--- config.mk ---
export PLATFORM = sky130hd
export DESIGN_NAME = sentence_checksum_verifier_flat
export DESIGN_NICKNAME = d
export VERILOG_FILES = /design/src/rtl/scv_pkg.sv /design/src/rtl/scv_byte_if.sv /design/src/rtl/scv_result_if.sv /design/src/rtl/scv_cfg.sv /design/src/rtl/scv_line.sv /design/src/rtl/sentence_checksum_verifier.sv /design/src/flat_wrapper.sv
export SDC_FILE = /design/constraint.sdc
export NUM_CORES = 1
export LEC_CHECK = 0
export ABC_AREA = 1
export BUFFER_PORTS_ARGS = -buffer_cell sky130_fd_sc_hd__buf_2
export CORE_MARGIN = 5
export CORE_UTILIZATION = 35
export DETAILED_ROUTE_END_ITERATION = 16
export PLACE_DENSITY = 0.67
export SYNTH_ARGS = -nofsm -noshare
export SYNTH_HDL_FRONTEND = slang
export SYNTH_SLANG_ARGS = --single-unit
--- constraint.sdc ---
create_clock -name clk -period 2.85 [get_ports clk]
set_clock_uncertainty 0.05 [all_clocks]
set_input_delay 0.57 -clock clk [delete_from_list [all_inputs] [get_ports clk]]
set_output_delay 0.57 -clock clk [all_outputs]
set_load 0.01 [all_outputs]
--- src/rtl/scv_pkg.sv ---
// ----------------------------------------------------------------------------
// scv_pkg
// Shared types, constants and checksum helpers for the sentence checksum
// verifier.
// ----------------------------------------------------------------------------
package scv_pkg;

	localparam int MAX_LINE_DEFAULT = 256;
	localparam int CFG_ADDR_W = 3;
	localparam int CFG_DATA_W = 32;

	localparam logic [7:0] CHAR_STAR = 8'h2A;
	localparam logic [7:0] CHAR_NEWLINE = 8'h0A;
	localparam logic [8:0] COUNT_CAP = 9'd511;

	typedef enum logic [1:0] {
		MODE_NONE = 2'd0,
		MODE_XOR = 2'd1,
		MODE_CRC = 2'd2,
		MODE_SPARE = 2'd3
	} mode_t;

	typedef enum logic [2:0] {
		ST_OK = 3'd0,
		ST_NO_STAR = 3'd1,
		ST_WRONG_LENGTH = 3'd2,
		ST_MISMATCH = 3'd3,
		ST_TOO_LONG = 3'd4
	} status_t;

	localparam logic CFG_REG_MODE = 1'b0;

	typedef struct packed {
		status_t status;
		logic [15:0] computed_sum;
		logic [15:0] received_sum;
		logic [8:0] line_length;
	} result_t;

	function automatic logic [15:0] crc_update(input logic [15:0] crc, input logic [7:0] b);
		logic [15:0] r;
		r = {crc[7:0], crc[15:8]};
		r = r ^ {8'h00, b};
		r = r ^ {12'h000, r[7:4]};
		r = r ^ {r[3:0], 12'h000};
		r = r ^ {3'b000, r[7:0], 5'b00000};
		return r;
	endfunction

	// Returns {is_digit, digit value}.
	function automatic logic [4:0] hex_decode(input logic [7:0] c);
		logic [4:0] d;
		if (c >= 8'h30 && c <= 8'h39) begin
			d = {1'b1, 4'(c - 8'h30)};
		end else if (c >= 8'h41 && c <= 8'h46) begin
			d = {1'b1, 4'(c - 8'h37)};
		end else if (c >= 8'h61 && c <= 8'h66) begin
			d = {1'b1, 4'(c - 8'h57)};
		end else begin
			d = 5'b00000;
		end
		return d;
	endfunction

endpackage

--- src/rtl/scv_byte_if.sv ---
// ----------------------------------------------------------------------------
// scv_byte_if
// Valid/ready channel that carries one received byte per transaction.
// ----------------------------------------------------------------------------
interface scv_byte_if;
	logic valid;
	logic ready;
	logic [7:0] rx_byte;

	modport source(output valid, output rx_byte, input ready);
	modport sink(input valid, input rx_byte, output ready);
endinterface

--- src/rtl/scv_result_if.sv ---
// ----------------------------------------------------------------------------
// scv_result_if
// Valid/ready channel that carries one line verdict per transaction.
// ----------------------------------------------------------------------------
interface scv_result_if;
	logic valid;
	logic ready;
	logic [2:0] status;
	logic [15:0] computed_sum;
	logic [15:0] received_sum;
	logic [8:0] line_length;

	modport source(output valid, output status, output computed_sum,
		output received_sum, output line_length, input ready);
	modport sink(input valid, input status, input computed_sum,
		input received_sum, input line_length, output ready);
endinterface

--- src/rtl/scv_cfg.sv ---
// ----------------------------------------------------------------------------
// scv_cfg
// APB-style register port holding the check mode.
// ----------------------------------------------------------------------------
module scv_cfg import scv_pkg::*; (
	input  logic                  clk,
	input  logic                  arst_n,
	input  logic                  psel,
	input  logic                  penable,
	input  logic                  pwrite,
	input  logic [CFG_ADDR_W-1:0] paddr,
	input  logic [CFG_DATA_W-1:0] pwdata,
	output logic [CFG_DATA_W-1:0] prdata,
	output logic                  pready,
	output mode_t                 check_mode
);

	mode_t mode_q;
	logic  reg_sel;

	assign pready = 1'b1;
	assign reg_sel = (paddr[CFG_ADDR_W-1:2] == CFG_REG_MODE);
	assign check_mode = mode_q;

	always_ff @(posedge clk or negedge arst_n) begin
		if (!arst_n) begin
			mode_q <= MODE_XOR;
		end else if (psel && penable && pwrite && pready && reg_sel) begin
			mode_q <= mode_t'(pwdata[1:0]);
		end
	end

	always_comb begin
		prdata = '0;
		if (reg_sel) begin
			prdata = {{(CFG_DATA_W-2){1'b0}}, mode_q};
		end
	end

endmodule

--- src/rtl/scv_line.sv ---
// ----------------------------------------------------------------------------
// scv_line
// Per-line state: held byte, position, checksums and hex parse, with the
// verdict for the line formed from the current state.
// ----------------------------------------------------------------------------
module scv_line import scv_pkg::*; #(
	parameter int MAX_LINE = MAX_LINE_DEFAULT
) (
	input  logic       clk,
	input  logic       arst_n,
	input  logic       step,
	input  logic [7:0] rx_byte,
	input  mode_t      check_mode,
	output result_t    verdict
);

	localparam int POS_W = $clog2(MAX_LINE + 1);
	localparam int CMP_W = (POS_W > 9) ? POS_W : 9;
	localparam logic [POS_W-1:0] POS_MAX = POS_W'(MAX_LINE);

	logic [POS_W-1:0] pos_q, pos_d;
	logic [7:0]       held_q;
	logic             held_valid_q;
	logic             star_q, star_d;
	logic [7:0]       xor_q, xor_d;
	logic [15:0]      crc_q, crc_d;
	logic [15:0]      hex_q, hex_d;
	logic             hex_ok_q, hex_ok_d;
	logic [8:0]       cas_q, cas_d;
	logic             ovf_q, ovf_d;
	logic [4:0]       dig;
	logic [CMP_W-1:0] pos_ext;

	always_comb begin
		pos_d = pos_q;
		star_d = star_q;
		xor_d = xor_q;
		crc_d = crc_q;
		hex_d = hex_q;
		hex_ok_d = hex_ok_q;
		cas_d = cas_q;
		dig = hex_decode(held_q);
		if (held_valid_q) begin
			if (star_q) begin
				if (cas_q < COUNT_CAP) begin
					cas_d = cas_q + 9'd1;
				end
				if (hex_ok_q && dig[4]) begin
					hex_d = {hex_q[11:0], dig[3:0]};
				end else begin
					hex_ok_d = 1'b0;
				end
			end else if (held_q == CHAR_STAR) begin
				star_d = 1'b1;
			end else if (pos_q != '0) begin
				xor_d = xor_q ^ held_q;
				crc_d = crc_update(crc_q, held_q);
			end
			if (pos_q < POS_MAX) begin
				pos_d = pos_q + POS_W'(1);
			end
		end
		ovf_d = ovf_q || ((POS_W+1)'(pos_d) + (POS_W+1)'(1) >= (POS_W+1)'(MAX_LINE));
	end

	always_ff @(posedge clk or negedge arst_n) begin
		if (!arst_n) begin
			pos_q <= '0;
			held_q <= '0;
			held_valid_q <= 1'b0;
			star_q <= 1'b0;
			xor_q <= '0;
			crc_q <= '0;
			hex_q <= '0;
			hex_ok_q <= 1'b1;
			cas_q <= '0;
			ovf_q <= 1'b0;
		end else if (step) begin
			if (rx_byte == CHAR_NEWLINE) begin
				pos_q <= '0;
				held_q <= '0;
				held_valid_q <= 1'b0;
				star_q <= 1'b0;
				xor_q <= '0;
				crc_q <= '0;
				hex_q <= '0;
				hex_ok_q <= 1'b1;
				cas_q <= '0;
				ovf_q <= 1'b0;
			end else begin
				pos_q <= pos_d;
				held_q <= rx_byte;
				held_valid_q <= 1'b1;
				star_q <= star_d;
				xor_q <= xor_d;
				crc_q <= crc_d;
				hex_q <= hex_d;
				hex_ok_q <= hex_ok_d;
				cas_q <= cas_d;
				ovf_q <= ovf_d;
			end
		end
	end

	assign pos_ext = CMP_W'(pos_q);

	always_comb begin
		if (ovf_q) begin
			verdict.status = ST_TOO_LONG;
		end else if (!star_q) begin
			verdict.status = ST_NO_STAR;
		end else if (check_mode == MODE_XOR) begin
			if (cas_q != 9'd2) begin
				verdict.status = ST_WRONG_LENGTH;
			end else if (hex_q != {8'h00, xor_q}) begin
				verdict.status = ST_MISMATCH;
			end else begin
				verdict.status = ST_OK;
			end
		end else if (check_mode == MODE_CRC) begin
			if (cas_q != 9'd4) begin
				verdict.status = ST_WRONG_LENGTH;
			end else if (hex_q != crc_q) begin
				verdict.status = ST_MISMATCH;
			end else begin
				verdict.status = ST_OK;
			end
		end else begin
			verdict.status = ST_OK;
		end
		verdict.computed_sum = (check_mode == MODE_CRC) ? crc_q : {8'h00, xor_q};
		verdict.received_sum = hex_q;
		verdict.line_length = (pos_ext > CMP_W'(COUNT_CAP)) ? COUNT_CAP : pos_ext[8:0];
	end

endmodule

--- src/rtl/sentence_checksum_verifier.sv ---
// A newline byte is held in the input register until it fires; its verdict is then captured in the result register.
// Throughput: one byte per cycle; a data byte enters even while a finished result waits,
// and a newline waits in the input register only until that result is taken.
// Reset: arst_n clears the line state and both valid flags and sets check_mode to
// XOR-8; no clearing pass is needed.
// ----------------------------------------------------------------------------
// sentence_checksum_verifier
// Checks the XOR-8 or CRC16-CCITT checksum of ASCII sentences, one byte per
// transaction, and reports one verdict per line.
// ----------------------------------------------------------------------------
module sentence_checksum_verifier import scv_pkg::*; #(
	parameter int MAX_LINE = MAX_LINE_DEFAULT
) (
	input  logic                  clk,
	input  logic                  arst_n,
	scv_byte_if.sink              rx,
	scv_result_if.source          res,
	input  logic                  psel,
	input  logic                  penable,
	input  logic                  pwrite,
	input  logic [CFG_ADDR_W-1:0] paddr,
	input  logic [CFG_DATA_W-1:0] pwdata,
	output logic [CFG_DATA_W-1:0] prdata,
	output logic                  pready
);

	mode_t      check_mode;
	logic [7:0] byte_s1;
	logic       valid_s1;
	logic       nl_s1;
	logic       fire_s1;
	result_t    verdict;
	result_t    res_q;
	logic       res_valid_q;

	scv_cfg u_cfg (
		.clk       (clk),
		.arst_n    (arst_n),
		.psel      (psel),
		.penable   (penable),
		.pwrite    (pwrite),
		.paddr     (paddr),
		.pwdata    (pwdata),
		.prdata    (prdata),
		.pready    (pready),
		.check_mode(check_mode)
	);

	scv_line #(.MAX_LINE(MAX_LINE)) u_line (
		.clk       (clk),
		.arst_n    (arst_n),
		.step      (fire_s1),
		.rx_byte   (byte_s1),
		.check_mode(check_mode),
		.verdict   (verdict)
	);

	assign nl_s1 = (byte_s1 == CHAR_NEWLINE);
	assign fire_s1 = valid_s1 && (!nl_s1 || !res_valid_q || res.ready);
	assign rx.ready = !valid_s1 || fire_s1;

	always_ff @(posedge clk or negedge arst_n) begin
		if (!arst_n) begin
			valid_s1 <= 1'b0;
			res_valid_q <= 1'b0;
		end else begin
			if (rx.ready) begin
				valid_s1 <= rx.valid;
			end
			if (fire_s1 && nl_s1) begin
				res_valid_q <= 1'b1;
			end else if (res.ready) begin
				res_valid_q <= 1'b0;
			end
		end
	end

	always_ff @(posedge clk) begin
		if (rx.valid && rx.ready) begin
			byte_s1 <= rx.rx_byte;
		end
		if (fire_s1 && nl_s1) begin
			res_q <= verdict;
		end
	end

	assign res.valid = res_valid_q;
	assign res.status = res_q.status;
	assign res.computed_sum = res_q.computed_sum;
	assign res.received_sum = res_q.received_sum;
	assign res.line_length = res_q.line_length;

	a_newline_gives_result: assert property (@(posedge clk) disable iff (!arst_n)
		fire_s1 && nl_s1 |=> res_valid_q)
		else $error("newline left the pipeline without a result");

	a_data_byte_no_result: assert property (@(posedge clk) disable iff (!arst_n)
		fire_s1 && !nl_s1 && (!res_valid_q || res.ready) |=> !res_valid_q)
		else $error("a data byte produced a result");

	a_ok_has_length: assert property (@(posedge clk) disable iff (!arst_n)
		res_valid_q && res_q.status == ST_OK |-> res_q.line_length != 9'd0)
		else $error("ok verdict on a line with no counted bytes");

	a_stall_holds_input: assert property (@(posedge clk) disable iff (!arst_n)
		valid_s1 && !fire_s1 |=> valid_s1 && $stable(byte_s1))
		else $error("stalled input register lost its byte");

endmodule

--- src/flat_wrapper.sv ---
// flat-port wrapper written by rule: the top's interface ports become plain ports
module sentence_checksum_verifier_flat import scv_pkg::*;
#(
	parameter int MAX_LINE = MAX_LINE_DEFAULT
)
  (clk, arst_n, psel, penable, pwrite, paddr, pwdata, prdata, pready, rx_valid, rx_rx_byte, rx_ready, res_valid, res_status, res_computed_sum, res_received_sum, res_line_length, res_ready);
  scv_byte_if rx_i ();
  scv_result_if res_i ();
  input  logic clk;
  input  logic arst_n;
  input  logic psel;
  input  logic penable;
  input  logic pwrite;
  input  logic [CFG_ADDR_W-1:0] paddr;
  input  logic [CFG_DATA_W-1:0] pwdata;
  output logic [CFG_DATA_W-1:0] prdata;
  output logic pready;
  input wire logic [$bits(rx_i.valid)-1:0] rx_valid;
  input wire logic [$bits(rx_i.rx_byte)-1:0] rx_rx_byte;
  output wire logic [$bits(rx_i.ready)-1:0] rx_ready;
  output wire logic [$bits(res_i.valid)-1:0] res_valid;
  output wire logic [$bits(res_i.status)-1:0] res_status;
  output wire logic [$bits(res_i.computed_sum)-1:0] res_computed_sum;
  output wire logic [$bits(res_i.received_sum)-1:0] res_received_sum;
  output wire logic [$bits(res_i.line_length)-1:0] res_line_length;
  input wire logic [$bits(res_i.ready)-1:0] res_ready;
  assign rx_i.valid = rx_valid;
  assign rx_i.rx_byte = rx_rx_byte;
  assign rx_ready = rx_i.ready;
  assign res_valid = res_i.valid;
  assign res_status = res_i.status;
  assign res_computed_sum = res_i.computed_sum;
  assign res_received_sum = res_i.received_sum;
  assign res_line_length = res_i.line_length;
  assign res_i.ready = res_ready;
  sentence_checksum_verifier #(.MAX_LINE(MAX_LINE)) u_core (.clk(clk), .arst_n(arst_n), .rx(rx_i), .res(res_i), .psel(psel), .penable(penable), .pwrite(pwrite), .paddr(paddr), .pwdata(pwdata), .prdata(prdata), .pready(pready));
endmodule
==> results_dict.tcl <==
set metrics [dict create \
    rrSetupSlack_ns 0.75 \
    vias 4877 \
    grt_setup_unrepaired "false" \
    drt-pass1-iter-count 5 \
    synth_seq_area_share_pct 50.6 \
    antenna_found_initial 0 \
    internal_power_mw 4.17 \
    first_iter_violations 359 \
    peakVddDrop_uv 490 \
    ys_seq_elements 126 \
    critPathArrivalTime_ns 1.73 \
    final.setup.tns_ns 0 \
    io_pins 129 \
    syn_inst 725 \
    final_antenna_net_count 0 \
    combinationalPowerShare_pct 26.0 \
    cts_sinks 126 \
    gp_congestion 0.865 \
    p_seq_share_pct 40.5 \
    path_cells "inv_2 -> nand2_2 -> nor2_2 -> nand2_4 -> clkinv_2 -> nand4_1 -> buf_2" \
    crit_required_ns 2.23 \
    grt_start_max_net_pins 43 \
    drcViolationCount 0 \
    rows 50 \
    insertion_delay_ns 0.42 \
    endpoint_kind "output port" \
    power_density_nw_per_um2 795 \
    yosysTopAreaCell "dfrtp_1" \
    fp.dieArea_um2 22200 \
    relSlewSlack_pct 61.1 \
    drv_slew 0 \
    grt_pass1_wl_mm 24.1 \
    worstMarginPinSlew_ns 0.582 \
    yosysWarnings 0 \
    hold_path_class "in -> reg" \
    grt_pass1_vias 4730 \
    cts_tree "done" \
    path_buf_inv 3 \
    via_per_inst 4.59 \
    syn-cell-area_um2 6750 \
    drive_above_1_share_pct 21.5 \
    synth_cell_type_count 46 \
    numPortBuffers 65 \
    syn_avg_cell_area_um2 9.31 \
    overflow 0 \
    clkTransAtPathRegs_ns 0.06 \
    async_flop_share_pct 58.7 \
    post-route-min-period_ns 2.35 \
    initial_core_util_pct 35.9 \
    nets 849 \
    dp_hpwl_mm 10.5 \
    setup.worst_path.class "reg -> out" \
    synth_top_area_share_pct 26.7 \
    chipWidth_um 149 \
    wirelength_mm 14.5 \
    setup_viol 0 \
    p_leak_nw 3.52 \
    core_um2 18800 \
    synth_area_leaders "dfrtp_1 27%, edfxtp_1 23%, nand2_1 8.2%" \
    cp_slowest_cell "edfxtp_1" \
    cts_root_buffer "clkbuf_16" \
    period_share_pct 82.6 \
    outcome "finished, final reports clean" \
    ys.flop_type "dfrtp_1" \
    diodes 0 \
    pwr-share-clk_pct 33.5 \
    hold_viol 0 \
    cap_violations 0 \
    cts_setup_buffers 0 \
    cp-start-kind "flop" \
    slowest_delay_ns 0.38 \
    wl_per_cell_um 13.6 \
    fill_cells 1861 \
    clockBufferDepth 2 \
    htree_levels 4 \
    chipHeight_um 149 \
    cp_max_fo 14 \
    crit_family "simple AND/OR/NAND/NOR gates" \
    synth-edff-count 52 \
    grt_use_total_pct 13.8 \
    switchingPower_mw 2.03 \
    fin_util_pct 41.4 \
    fmax_mhz 425 \
    cts_buffers 17 \
    switching_share_pct 32.7 \
    syn_to_final_growth_pct 15.5 \
]
## path summary, 6_finish.rpt
kind,start,endpoint,cells after the start
setup reg to reg,u_core.u_line.held_q[1],u_core.u_line.hex_q[2],10
max in group asynchronous,arst_n,u_core.u_line.crc_q[11],3
hold / removal,rx_rx_byte[5],u_core.byte_s1[5],1
hold reg to reg,u_core.u_line.hex_ok_q,u_core.u_line.hex_ok_q,2
min in group asynchronous,arst_n,u_core.u_line.pos_ext[0],2
setup / recovery,u_core.byte_s1[0],rx_ready,7
## power groups by stage
stage / registers (mW) / logic [mW] / clock network, mW
2_1_floorplan: 2.43 / 1.38 / 0
3_3_place_gp: 2.53 / 1.58 / 0
3_5_place_dp: 2.53 / 1.61 / 0
4_1_cts: 2.50 / 1.62 / 2.12
5_1_grt: 2.55 / 1.83 / 2.22
6_report: 2.51 / 1.61 / 2.07
## sequential cells by signal, indices dropped and copies added (netlist names)
name	cells
u_core.u_line.pos_ext	9
u_core.u_line.xor_q	8
u_core.u_line.hex_ok_q	1
u_core.valid_s1	1
u_core.res.valid	1
u_core.u_cfg.check_mode	2
u_core.res.computed_sum	16
u_core.res.line_length	9
u_core.u_line.crc_q	16
u_core.u_line.hex_q	16
u_core.u_line.held_q	8
u_core.u_line.star_q	1
u_core.u_line.held_valid_q	1
u_core.u_line.ovf_q	1
u_core.res.received_sum	16
u_core.res.status	3
u_core.byte_s1	8
u_core.u_line.cas_q	9
## what timing repair did
item	4_1_cts	5_1_grt
gates resized for setup	0	0
hold endpoints to repair	5	0
hold buffers	1	0
## synthesized netlist by cell type, types with 2 or more instances
cell / n
dfrtp_1: 72
inv_2: 7
nand2_8: 4
nand2_2: 16
inv_1: 65
nor2_8: 2
nand3_1: 54
xor2_1: 23
o21ai_2: 11
o21ai_1: 19
nor2_1: 62
buf_1: 3
dfstp_2: 2
or2_2: 2
o22ai_1: 6
ha_1: 9
a21oi_1: 8
nor2_2: 7
inv_4: 2
buf_4: 36
nand2_1: 147
clkbuf_1: 14
nand4_1: 16
xnor2_1: 29
nand2_4: 4
buf_2: 4
xnor2_2: 3
edfxtp_1: 52
o21ai_0: 24
conb_1: 2
nand3b_1: 5
## cells in the final DEF, fill, tap and decap left out, types with 2 or more instances in the layout
master / Yosys / final
or2_2: 2 / 2
o22ai_1: 6 / 6
nor2_2: 7 / 7
xnor2_2: 3 / 3
clkinv_2: 1 / 5
dfrtp_1: 72 / 72
inv_4: 2 / 2
nand3b_1: 5 / 5
a21oi_1: 8 / 8
o21ai_2: 11 / 11
nor2_8: 2 / 2
nand2_2: 16 / 16
clkinvlp_4: 0 / 4
inv_1: 65 / 64
xor2_1: 23 / 23
inv_2: 7 / 8
edfxtp_1: 52 / 52
nand2_1: 147 / 147
dfstp_2: 2 / 2
clkbuf_16: 0 / 17
conb_1: 2 / 31
bufinv_16: 0 / 2
nor2_1: 62 / 62
nand2_8: 4 / 4
nand4_1: 16 / 16
o21ai_1: 19 / 19
nand2_4: 4 / 4
o21ai_0: 24 / 24
nand3_1: 54 / 54
ha_1: 9 / 9
xnor2_1: 29 / 29
buf_12: 1 / 2
buf_2: 4 / 65
buf_4: 36 / 9
clkbuf_1: 14 / 3
## worst register-to-register path, delay by kind of cell (launching register included)
kind                       cells  cell delay [ns]
AOI/OAI and AO/OA              1             0.25
adders and majority gates      1             0.22
buffers and inverters          1             0.16
DFF                            1             0.55
and+or+nand+nor                7             0.77
## cells by family (layout without fill, tap and decap cells)
logic type	count (synthesis)	after routing	share of synthesized area (%)
adder cells (fa/ha/maj)	9	9	1.67
AO/OA/AOI/OAI	74	74	6.88
other	2	31	0.111
AND/OR/NAND/NOR	322	322	22.9
buffers and inverters	137	186	10.4
XOR/XNOR	55	55	7.47
flip-flops	126	126	50.6
## metal layers
layer,up-vias,track usage (%),routed length (µm)
li1,2401,-,-
met1,2317,18.1,6550
met2,142,22.0,6830
met3,17,3.95,864
met4,0,4.67,228
met5,-,0,0
## metrics by stage
stage               hold WS, ns  worst slack (ns)  cell area [µm²]  power [mW]  instances
floorplan                 0.224             0.537             6860        3.81        754
global placement          0.393             0.770             7220        4.11       1030
detailed placement        0.400             0.730             7220        4.15       1030
CTS                       0.255             0.469             7800        6.25       1063
global route              0.247             0.368             7800        6.60       1063
finish                    0.271             0.496             7800        6.20       1063
## area by class of cell
class	count	area [µm²]	area share (%)
clock buffer	21	450	5.78
clock inverter	11	119	1.52
inverter	77	300	3.85
multi-input combinational	491	2740	35.2
sequential	126	3420	43.8
tap	260	325	4.17
timing repair buffer	77	443	5.68
No activity file was read; power rests on OpenSTA's default activity.
